<file path="src/hdl/crsd_pkg.sv">
package crsd_pkg;

  localparam int WORD_W          = 32;
  localparam int CFG_W           = 6;
  localparam int BLOCK_BITS_DEF  = 32;
  localparam int MAX_MASKS_DEF   = 64;
  localparam logic [CFG_W-1:0] BLOCK_LEN_RST = 6'd32;

  typedef enum logic [2:0] {
    ST_IDLE,
    ST_GEN,
    ST_SCAN,
    ST_KEEP,
    ST_FLUSH
  } crsd_state_t;

  typedef struct packed {
    logic load;
    logic step;
  } gen_ctrl_t;

  typedef struct packed {
    logic zero;
    logic last;
  } gen_stat_t;

endpackage

</file>
<file path="src/hdl/crsd_ram.sv">
module crsd_ram #(
  parameter int WIDTH = 32,
  parameter int DEPTH = 64
) (
  input  logic                     clk,
  input  logic                     we,
  input  logic [$clog2(DEPTH)-1:0] waddr,
  input  logic [WIDTH-1:0]         wdata,
  input  logic [$clog2(DEPTH)-1:0] raddr,
  output logic [WIDTH-1:0]         rdata
);

  logic [WIDTH-1:0] mem [DEPTH];

  always_ff @(posedge clk) begin
    if (we) begin
      mem[waddr] <= wdata;
    end
    rdata <= mem[raddr];
  end

endmodule

</file>
<file path="src/hdl/crsd_rotgen.sv">
module crsd_rotgen
  import crsd_pkg::*;
#(
  parameter int W  = BLOCK_BITS_DEF,
  parameter int LW = $clog2(BLOCK_BITS_DEF + 1),
  parameter int KW = $clog2(BLOCK_BITS_DEF)
) (
  input  logic          clk,
  input  logic          rst,
  input  gen_ctrl_t     ctrl,
  input  logic [W-1:0]  word,
  input  logic [LW-1:0] len,
  output logic [W-1:0]  cand,
  output gen_stat_t     stat
);

  logic [W-1:0]  f;
  logic [W-1:0]  r;
  logic [W-1:0]  lenmask_q;
  logic [KW-1:0] lm1_q;
  logic [KW-1:0] k;
  logic          pass;

  logic [W-1:0]  lenmask;
  logic [KW-1:0] lm1;
  logic [W-1:0]  word_m;
  logic [W-1:0]  rev;
  logic [W-1:0]  rev_sh;
  logic [LW-1:0] shamt;
  logic [W-1:0]  r_init;
  logic [W-1:0]  f_next;
  logic [W-1:0]  r_next;

  // The forward register steps right and the reflected one steps left,
  // both rotating within the active length.
  always_comb begin
    for (int m = 0; m < W; m++) begin
      lenmask[m] = (LW'(m) < len);
    end
    word_m = word & lenmask;
    for (int m = 0; m < W; m++) begin
      rev[m] = word_m[W-1-m];
    end
    lm1    = KW'(len - LW'(1));
    shamt  = LW'(W) - len;
    rev_sh = rev >> shamt;
    r_init = ((rev_sh << 1) & lenmask) | W'(rev_sh[lm1]);
    f_next = (f >> 1) | (W'(f[0]) << lm1_q);
    r_next = ((r << 1) & lenmask_q) | W'(r[lm1_q]);
  end

  always_ff @(posedge clk) begin
    if (rst) begin
      k    <= '0;
      pass <= 1'b0;
    end else if (ctrl.load) begin
      k    <= '0;
      pass <= 1'b0;
    end else if (ctrl.step) begin
      if (k == lm1_q) begin
        k    <= '0;
        pass <= 1'b1;
      end else begin
        k <= k + KW'(1);
      end
    end
  end

  always_ff @(posedge clk) begin
    if (ctrl.load) begin
      lenmask_q <= lenmask;
      lm1_q     <= lm1;
      f         <= word_m;
      r         <= r_init;
    end else if (ctrl.step) begin
      if (pass) begin
        r <= r_next;
      end else begin
        f <= f_next;
      end
    end
  end

  assign cand      = pass ? r : f;
  assign stat.zero = ~cand[0];
  assign stat.last = pass && (k == lm1_q);

endmodule

</file>
<file path="src/hdl/cyclic_rotation_set_dedup_top.sv">
// Lists the distinct rotations of a cyclic word that start at a zero bit.
// Configuration: cfg_valid/cfg_data write block_len (2..32, clamped); the
// port is always ready and should be written only while the block is idle.
// Input: one word per request on s_tvalid/s_tready/s_tdata. s_tready is high
// only while the block is idle, so one word is processed at a time.
// Output: each distinct mask on m_tdata, in order of first appearance, with
// m_tlast marking the final mask of the word. An all-ones word gives none.
// Per word: the block accepts it, steps through the 2*L candidate positions
// (L = used length), and for each zero position scans the masks kept so far
// at one compare per cycle against the mask RAM, then keeps each new mask;
// after the last candidate position the word closes. The serial compare
// against the mask RAM is the main part of the work for a word.
// Each mask waits in a pending register until the next new mask is kept or
// the word closes, then moves to the output register; a stalled receiver
// holds the sequencer when both are full. After reset block_len is 32, the
// output is empty and the block idle.
module cyclic_rotation_set_dedup_top
  import crsd_pkg::*;
#(
  parameter int BLOCK_BITS = BLOCK_BITS_DEF,
  parameter int MAX_MASKS  = MAX_MASKS_DEF
) (
  input  logic              clk,
  input  logic              rst,
  input  logic              cfg_valid,
  output logic              cfg_ready,
  input  logic [CFG_W-1:0]  cfg_data,   // block_len
  input  logic              s_tvalid,
  output logic              s_tready,
  input  logic [WORD_W-1:0] s_tdata,    // word_bits
  output logic              m_tvalid,
  input  logic              m_tready,
  output logic [WORD_W-1:0] m_tdata,    // rotated_mask
  output logic              m_tlast     // last_mask
);

  localparam int W  = BLOCK_BITS;
  localparam int LW = $clog2(BLOCK_BITS + 1);
  localparam int KW = $clog2(BLOCK_BITS);
  localparam int AW = $clog2(MAX_MASKS);
  localparam int CW = $clog2(MAX_MASKS + 1);
  localparam logic [CFG_W-1:0] BlkMax = CFG_W'(BLOCK_BITS);

  crsd_state_t state, state_next;

  logic [CFG_W-1:0] blen;
  logic [LW-1:0]    len_use;
  logic [W-1:0]     gen_word;
  gen_ctrl_t        gctl;
  gen_stat_t        gstat;

  logic [W-1:0]  cand;
  logic          done_q;
  logic [CW-1:0] count;
  logic [CW-1:0] idx;
  logic          rd_pend;
  logic [W-1:0]  rdata;
  logic          pend_valid;
  logic [W-1:0]  pend_mask;
  logic [W-1:0]  out_mask;

  logic accept, cap_cand, hit, miss, issue, keep, load_out, out_last_val;
  logic flush_out, out_free, full;

  always_comb begin
    if (blen < CFG_W'(2)) begin
      len_use = LW'(2);
    end else if (blen > BlkMax) begin
      len_use = LW'(BLOCK_BITS);
    end else begin
      len_use = blen[LW-1:0];
    end
  end

  crsd_rotgen #(.W(W), .LW(LW), .KW(KW)) u_rotgen (
    .clk  (clk),
    .rst  (rst),
    .ctrl (gctl),
    .word (s_tdata[W-1:0]),
    .len  (len_use),
    .cand (gen_word),
    .stat (gstat)
  );

  crsd_ram #(.WIDTH(W), .DEPTH(MAX_MASKS)) u_seen (
    .clk   (clk),
    .we    (keep),
    .waddr (count[AW-1:0]),
    .wdata (cand),
    .raddr (idx[AW-1:0]),
    .rdata (rdata)
  );

  assign out_free = !m_tvalid || m_tready;
  assign hit      = rd_pend && (rdata == cand);
  assign full     = (count == CW'(MAX_MASKS));

  always_comb begin
    state_next = state;
    case (state)
      ST_IDLE: begin
        if (s_tvalid) state_next = ST_GEN;
      end
      ST_GEN: begin
        if (gstat.zero) begin
          state_next = ST_SCAN;
        end else if (gstat.last) begin
          state_next = ST_FLUSH;
        end
      end
      ST_SCAN: begin
        if (hit || (miss && full)) begin
          state_next = done_q ? ST_FLUSH : ST_GEN;
        end else if (miss) begin
          state_next = ST_KEEP;
        end
      end
      ST_KEEP: begin
        if (!pend_valid || out_free) state_next = done_q ? ST_FLUSH : ST_GEN;
      end
      ST_FLUSH: begin
        if (!pend_valid || out_free) state_next = ST_IDLE;
      end
      default: state_next = ST_IDLE;
    endcase
  end

  always_comb begin
    s_tready     = 1'b0;
    gctl         = '0;
    cap_cand     = 1'b0;
    issue        = 1'b0;
    miss         = 1'b0;
    keep         = 1'b0;
    load_out     = 1'b0;
    out_last_val = 1'b0;
    flush_out    = 1'b0;
    case (state)
      ST_IDLE: begin
        s_tready  = 1'b1;
        gctl.load = s_tvalid;
      end
      ST_GEN: begin
        gctl.step = 1'b1;
        cap_cand  = gstat.zero;
      end
      ST_SCAN: begin
        issue = !hit && (idx != count);
        miss  = !hit && (idx == count);
      end
      ST_KEEP: begin
        keep     = !pend_valid || out_free;
        load_out = pend_valid && out_free;
      end
      ST_FLUSH: begin
        flush_out    = pend_valid && out_free;
        load_out     = flush_out;
        out_last_val = 1'b1;
      end
      default: begin
        s_tready = 1'b0;
      end
    endcase
  end

  assign accept    = s_tvalid && s_tready;
  assign cfg_ready = 1'b1;

  always_ff @(posedge clk) begin
    if (rst) begin
      state      <= ST_IDLE;
      blen       <= BLOCK_LEN_RST;
      m_tvalid   <= 1'b0;
      pend_valid <= 1'b0;
      rd_pend    <= 1'b0;
      count      <= '0;
      idx        <= '0;
    end else begin
      state   <= state_next;
      rd_pend <= issue;
      if (cfg_valid && cfg_ready) blen <= cfg_data;
      if (load_out) begin
        m_tvalid <= 1'b1;
      end else if (m_tvalid && m_tready) begin
        m_tvalid <= 1'b0;
      end
      if (accept) begin
        count      <= '0;
        pend_valid <= 1'b0;
      end
      if (cap_cand) begin
        idx <= '0;
      end else if (issue) begin
        idx <= idx + CW'(1);
      end
      if (keep) begin
        count      <= count + CW'(1);
        pend_valid <= 1'b1;
      end
      if (flush_out) pend_valid <= 1'b0;
    end
  end

  always_ff @(posedge clk) begin
    if (cap_cand) begin
      cand   <= gen_word;
      done_q <= gstat.last;
    end
    if (keep) pend_mask <= cand;
    if (load_out) begin
      out_mask <= pend_mask;
      m_tlast  <= out_last_val;
    end
  end

  assign m_tdata = WORD_W'(out_mask);

`ifndef SYNTHESIS
  a_count_bound: assert property (@(posedge clk) disable iff (rst)
    count <= CW'(MAX_MASKS))
    else $error("kept mask count exceeds the store depth");

  a_scan_index: assert property (@(posedge clk) disable iff (rst)
    (state == ST_SCAN) |-> (idx <= count))
    else $error("scan index ran past the kept masks");

  a_read_valid: assert property (@(posedge clk) disable iff (rst)
    rd_pend |-> (count != '0))
    else $error("mask store read with no kept masks");

  a_last_clears: assert property (@(posedge clk) disable iff (rst)
    (load_out && out_last_val) |=> (!pend_valid && m_tvalid && m_tlast))
    else $error("final mask did not close the word");
`endif

endmodule

</file>
<file path="config.mk">
export PLATFORM = sky130hd
export DESIGN_NAME = cyclic_rotation_set_dedup_top
export DESIGN_NICKNAME = d
export VERILOG_FILES = /design/src/hdl/crsd_pkg.sv /design/src/hdl/crsd_ram.sv /design/src/hdl/crsd_rotgen.sv /design/src/hdl/cyclic_rotation_set_dedup_top.sv
export SDC_FILE = /design/constraint.sdc
export NUM_CORES = 2
export LEC_CHECK = 0
export ABC_AREA = 1
export BUFFER_PORTS_ARGS = -buffer_cell sky130_fd_sc_hd__buf_2
export CORE_MARGIN = 2
export CORE_UTILIZATION = 55
export CTS_CLUSTER_SIZE = 25
export DETAILED_ROUTE_END_ITERATION = 10
export PLACE_DENSITY = 0.74
export REMOVE_ABC_BUFFERS = 1
export SLEW_MARGIN = 20
export SYNTH_ARGS = -nofsm -noshare
export SYNTH_HDL_FRONTEND = slang
export SYNTH_SLANG_ARGS = --single-unit
</file>
<file path="constraint.sdc">
create_clock -name clk -period 3.76 [get_ports clk]
set_clock_uncertainty 0.05 [all_clocks]
set_input_delay 0.376 -clock clk [delete_from_list [all_inputs] [get_ports clk]]
set_output_delay 0.376 -clock clk [all_outputs]
set_load 0.05 [all_outputs]
</file>
* After elaboration in Yosys (flattened, before gate mapping)
Memory sizes are Yosys's and may differ from the RTL's. A register that Yosys moved wholly into a read port is not among the register bits. Cells that the tools add are included.
Word-level totals: memory bits (writable) 2048, memories kept 1, bits of input ports 43, register bits after elaboration 231, output and inout bits 36
Cells by class: magnitude comparators 36, equal/unequal tests 15, shift operators 2, bitwise gates (word level) 7, mux-type cells 41, reduce and logical (&&, ||, !) cells 27, add/subtract/negate cells 5
Memory list:
- u_seen.mem | words 64, width 32, read ports 1, clocked after memory_dff 1, write ports 1, RTL line crsd_ram.sv:13 | logic [WIDTH-1:0] mem [DEPTH];
Operators by type and width (count):
- $mux 32 | 7
- $and 32x32->32 | 3
- $lt 5x6->1 const A | 16
- $or 32x1->32 | 2
- $lt 4x6->1 const A | 8
- $eq 32x32->1 | 1
- $or 31x32->32 | 1
- $shl 1x5->32 | 1
- $shr 32x6->32 | 1
- $lt 3x6->1 const A | 4
- $mux 3 | 8
- $mux 1 | 18
- $pmux 3 s5 | 1
- $add 7x1->7 const B | 2
- $mux 7 | 2
- $lt 1x6->1 const A | 2
- $lt 2x6->1 const A | 2
- $lt 5x6->1 const B | 2
- $mux 6 | 2
- $bmux 1 s5 | 2
- $logic_and 1x1->1 | 8
- $ne 2x2->1 const B | 4
- $reduce_bool 2->1 | 4
- $reduce_or 2->1 | 4
- 20 further kinds | 28

* Logic depth before layout (Yosys ltp)
depth in word-level cells 10, gate-level depth with buffers 21, depth with buffers taken out 19

* Modules after synthesis
A second synthesis with hierarchy kept.
Unflattened totals: cells, all modules 8273, area, all modules 95519.1 µm²
By module, submodules not included:
- crsd_ram | area an instance 82738.1 µm², instances 1, cells an instance 6769
- crsd_rotgen | area an instance 7706.1 µm², instances 1, cells an instance 1051
- cyclic_rotation_set_dedup_top | area an instance 5074.9 µm², instances 1, cells an instance 453

* Least setup slack after synthesis
Ideal clock, no wire load.
kind reg2reg, from register state[0], to register u_rotgen.f[0], enable pin, stages on the path, launching flop included 5, library setup time 0.466 ns, arrival 3.214 ns, path slack 0.030 ns, cell sequence dfxtp_1 > inv_1 > nor3_1 > inv_1 > o21ai_0
Between the ends: longest elaborated chain between the ends 4, elaborated cells between the ends (all ways) 7, classes of those cells eq/ne (2); mux (2); reduce/logical (3)
RTL lines:
- start, declared | RTL line cyclic_rotation_set_dedup_top.sv:44 | crsd_state_t state, state_next;
- start signal, assigned | RTL line cyclic_rotation_set_dedup_top.sv:179 | state <= state_next;
- $logic_not 3->1 or $eq 3x1->1 (tied branches) | RTL line cyclic_rotation_set_dedup_top.sv:138 | case (state)
- $mux 1 | RTL line cyclic_rotation_set_dedup_top.sv:138
- $ne 2x2->1 (no line) or $reduce_bool 2->1 (tied branches)
- $reduce_and 2->1 (no line) *
- end signal, assigned | RTL line crsd_rotgen.sv:73 | f <= word_m;
- end signal, assigned | RTL line crsd_rotgen.sv:79 | f <= f_next;
- end, declared | RTL line crsd_rotgen.sv:17 | logic [W-1:0] f;
Mark *: on every way between the ends. The rest lies on a longest branch, timed or not. A chain may end at the register's enable or synchronous reset.

* Worst setup path after layout
from register blen[2], to register u_rotgen.r[6], data pin
Between the ends: longest elaborated chain between the ends 9, elaborated cells between the ends (all ways) 42, classes of those cells add/sub (1); order compare (34); shift (1); mux (3); bitwise (3)
RTL lines:
- start, declared | RTL line cyclic_rotation_set_dedup_top.sv:46 | logic [CFG_W-1:0] blen;
- start signal, assigned | RTL line cyclic_rotation_set_dedup_top.sv:181 | if (cfg_valid && cfg_ready) blen <= cfg_data;
- $gt 6x6->1 | RTL line cyclic_rotation_set_dedup_top.sv:68 | end else if (blen > BlkMax) begin
- $mux 6 | RTL line cyclic_rotation_set_dedup_top.sv:68
- $mux 6 * | RTL line cyclic_rotation_set_dedup_top.sv:66 | if (blen < CFG_W'(2)) begin
- $lt 5x6->1 * | RTL line crsd_rotgen.sv:38 | lenmask[m] = (LW'(m) < len);
- named net u_rotgen.lenmask[18] | RTL line crsd_rotgen.sv:24 | logic [W-1:0] lenmask;
- $and 32x32->32 * | RTL line crsd_rotgen.sv:40 | word_m = word & lenmask;
- $shr 32x6->32 * | RTL line crsd_rotgen.sv:46 | rev_sh = rev >> shamt;
- $and 32x32->32 * | RTL line crsd_rotgen.sv:47 | r_init = ((rev_sh << 1) & lenmask) | W'(rev_sh[lm1]);
- $or 32x1->32 * | RTL line crsd_rotgen.sv:47
- $mux 32 * | RTL line crsd_rotgen.sv:70 | if (ctrl.load) begin
- end signal, assigned | RTL line crsd_rotgen.sv:74 | r <= r_init;
- end signal, assigned | RTL line crsd_rotgen.sv:77 | r <= r_next;
- end, declared | RTL line crsd_rotgen.sv:18 | logic [W-1:0] r;
Mark *: on every way through the listed nets, which the timed path passes. The rest lies on a longest branch.

==> out/results.ini <==
[timing]
worstMarginPinSlew_ps = 990
slew_headroom_pct = 34.0
totalNegativeSetupSlack_ps = 0
hold_viol_final = 0
finalCritPeriodShare_pct = 84.3
setup_slack_ps = 589
drv_slew = 0
fmax_ghz = 0.315
setup_viol = 0
finalCriticalPeriod_ps = 3170
rsz0062_at_grt = false

[yosys]
synth_edf_count = 2246
synthTopCellsByCount = edfxtp_1 (2246), nor2_1 (1161), o21ai_0 (1111)
synth.ff_latch_count = 2310
synthArstFlopShare_pct = 0
synth_most_common_cell = edfxtp_1
yosysTopAreaCell = edfxtp_1
syn_area_um2 = 92500
ys_seq_area_share_pct = 74.3
ys.flop_type = edfxtp_1
yosysWarnings = 0
syn_inst = 7249
synth_cell_type_count = 57
synth_area_leaders = edfxtp_1 (73%), o21ai_0 (6.0%), nor2_1 (4.7%)
synth_top_area_share_pct = 72.9
synth_area_per_cell_um2 = 12.8

[final_layout]
multi_input_area_um2 = 21600
stdcell_count = 9747
seq_area_um2 = 68700
area_delta_synth_final_pct = 12.6
num-nets-final = 7400
fill_cells = 12214
drive_gt1_share_pct = 10.6
utilization_pct = 62.3

[route]
via_count = 63203
vias_per_cell = 6.48
drt_iter0_drc = 10104
wire_per_inst_um = 28.7
drc = 0
dr.pass1.iters = 8
antenna_left = 0
wirelength_um = 280000

[worst_setup_path]
critPathCaptureType = flip-flop
crit_buf_inv = 3
crit_type = reg2reg
crit_required_ps = 4320
critical_path.max_fanout = 15
crit_top_cell = nand2_1
crit_path_cell_trace = nor2_4 > nand3_4 > nand2_4 > inv_4 > ha_1 > inv_1 > nand3_1 > nand2_1 > inv_1 > nand2_1 > nand2_1 > nand2_1 > nand2_1 > nand3_1 > nand3_1 > nand2_1 > nand2_1 > nand3_1 > nand2_1
arrival_ps = 3730
slowest_stage = dfxtp_1
critPathTopFamily = simple AND/OR/NAND/NOR gates
startpoint_type = flip-flop
slowest_delay_ps = 460

[clock_tree]
cts_hold_buffers = 39
cts_root_buf = clkbuf_16
cts_sinks = 2310
numCtsBuffers = 219
htreeDepth = 4
path_clk_slew_ps = 60
clock_path_buffers = 3
clk_latency_ps = 890
ctsResizeCount = 0
cts_tree = yes
cts_setup_buffers = 0

[global_routing]
antenna_found_initial = 10
overflow = 0
grt_max_degree = 145
grt_pass1_wl_um = 403000
gr-usage-all-layers_pct = 32.1
grt_pass1_vias = 60789

[power]
p_leak_nw = 34.5
total_power_w = 0.0586
p_per_area_nw_per_um2 = 563
ir_worst_vdd_mv = 0.488

[floorplan]
rows = 150
fp.coreArea_um2 = 167000
start_util_pct = 55.3
die_area_um2 = 172000
die_w_um = 414
fp.dieH_um = 414
ios = 79

[placed_design]
dp_hpwl_um = 159000
pre_cts_slack_ps = 664
dp.cells = 9294
gp_congestion = 0.948
io_buffer_count = 77

[run_status]
outcome = finished, final reports clean

[worst_hold_path]
min_path_type = in2reg

[job]
cap_violations = 0

area by class of cell:
| class | count | share of cell area, % |
|---|---|---|
| clock buffers | 270 | 5.52 |
| diodes | 5 | 0.0120 |
| well taps | 2204 | 2.65 |
| flip-flops and latches | 2310 | 66.0 |
| inverters | 134 | 0.524 |
| multi-input cells | 4303 | 20.7 |
| repair buffers | 383 | 3.26 |
| clock inverters | 138 | 1.29 |
kinds of logic after synthesis:
logic type | Yosys count | synth area share [%]
other cells | 1 | 0.00405
mux | 2 | 0.0216
compound gates | 1835 | 11.5
simple gates | 2432 | 10.9
fa+ha+maj | 6 | 0.0811
xor+xnor | 26 | 0.246
flops | 2310 | 74.3
buf+inv | 637 | 2.94
cells in the final DEF (no fill, tap or decap), types with 8 or more instances in the layout:
master         instances
o21ai_1                8
o221ai_1             214
dlygate4sd3_1         39
nor3_1                11
clkbuf_16            221
o211ai_1              62
inv_2                 11
xor2_1                 8
clkinv_1              56
nand4_1               62
edfxtp_1            2246
buf_2                 77
o22ai_1              315
clkinvlp_4            12
nor2_4                69
xnor2_1               18
buf_4                217
inv_1                108
nand2_2                9
nand3_1              479
a21oi_1              102
clkbuf_1              45
clkinv_2              39
buf_12                49
bufinv_16             19
nand2_1              672
dfxtp_1               60
o21ai_0             1110
nor2_1              1094
flip-flops by register name (all words and copies together) (netlist names), 3 cells and up:
register and count:
blen 6, u_rotgen.k 5, u_rotgen.f 32, u_seen.rdata 32, u_rotgen.lm1_q 5, u_rotgen.r 32
u_rotgen.lenmask_q 31, m_tdata 32, u_seen.mem 2048, state 3, cand 32, count 7
pend_mask 32, idx 7
power breakdown:
| part | leakage [nW] | switching (W) | total (W) | internal (W) |
|---|---|---|---|---|
| clock | 3.44 | 0.00964 | 0.0219 | 0.0122 |
| sequential | 20.8 | 0.000710 | 0.0314 | 0.0307 |
| combinational | 10.2 | 0.00437 | 0.00532 | 0.000953 |
stage by stage:
stage,hold slack (ps),instance area (um^2)
after floorplan,350,90300
after global placement,351,96600
after detailed placement,355,96600
after CTS,5.73,104000
after global routing,19.8,104000
final,52.9,104000
worst paths after layout:
kind | from | end | slack [ps] | cells after the start
worst min-delay path | s_tdata[15] | u_rotgen.f[15] | 50 | 3
worst max-delay path | blen[2] | u_rotgen.r[6] | 590 | 19
worst min register to register | pend_mask[23] | m_tdata[23] | 340 | 0
worst max register to register | blen[2] | u_rotgen.r[6] | 590 | 19
worst register-to-register path: stages (launching register included):
cell	delay [ps]
dfxtp_1	460
nor2_4	260
nand3_4	130
nand2_4	220
inv_4	40
ha_1	230
inv_1	250
nand3_1	120
nand2_1	70
inv_1	90
nand2_1	200
nand2_1	100
nand2_1	80
nand2_1	70
nand3_1	150
nand3_1	90
nand2_1	90
nand2_1	70
nand3_1	100
nand2_1	50
layer usage:
layer / up-vias / track usage [%] / part of all wire (%)
met3: 643 / 6.43 / 11
met1: 31302 / 43.0 / 37
met2: 4011 / 50.7 / 47
met4: 0 / 15.5 / 5.2
li1: 27247 / - / -
met5: - / 0 / 0
(Power assumes the default switching activity.)
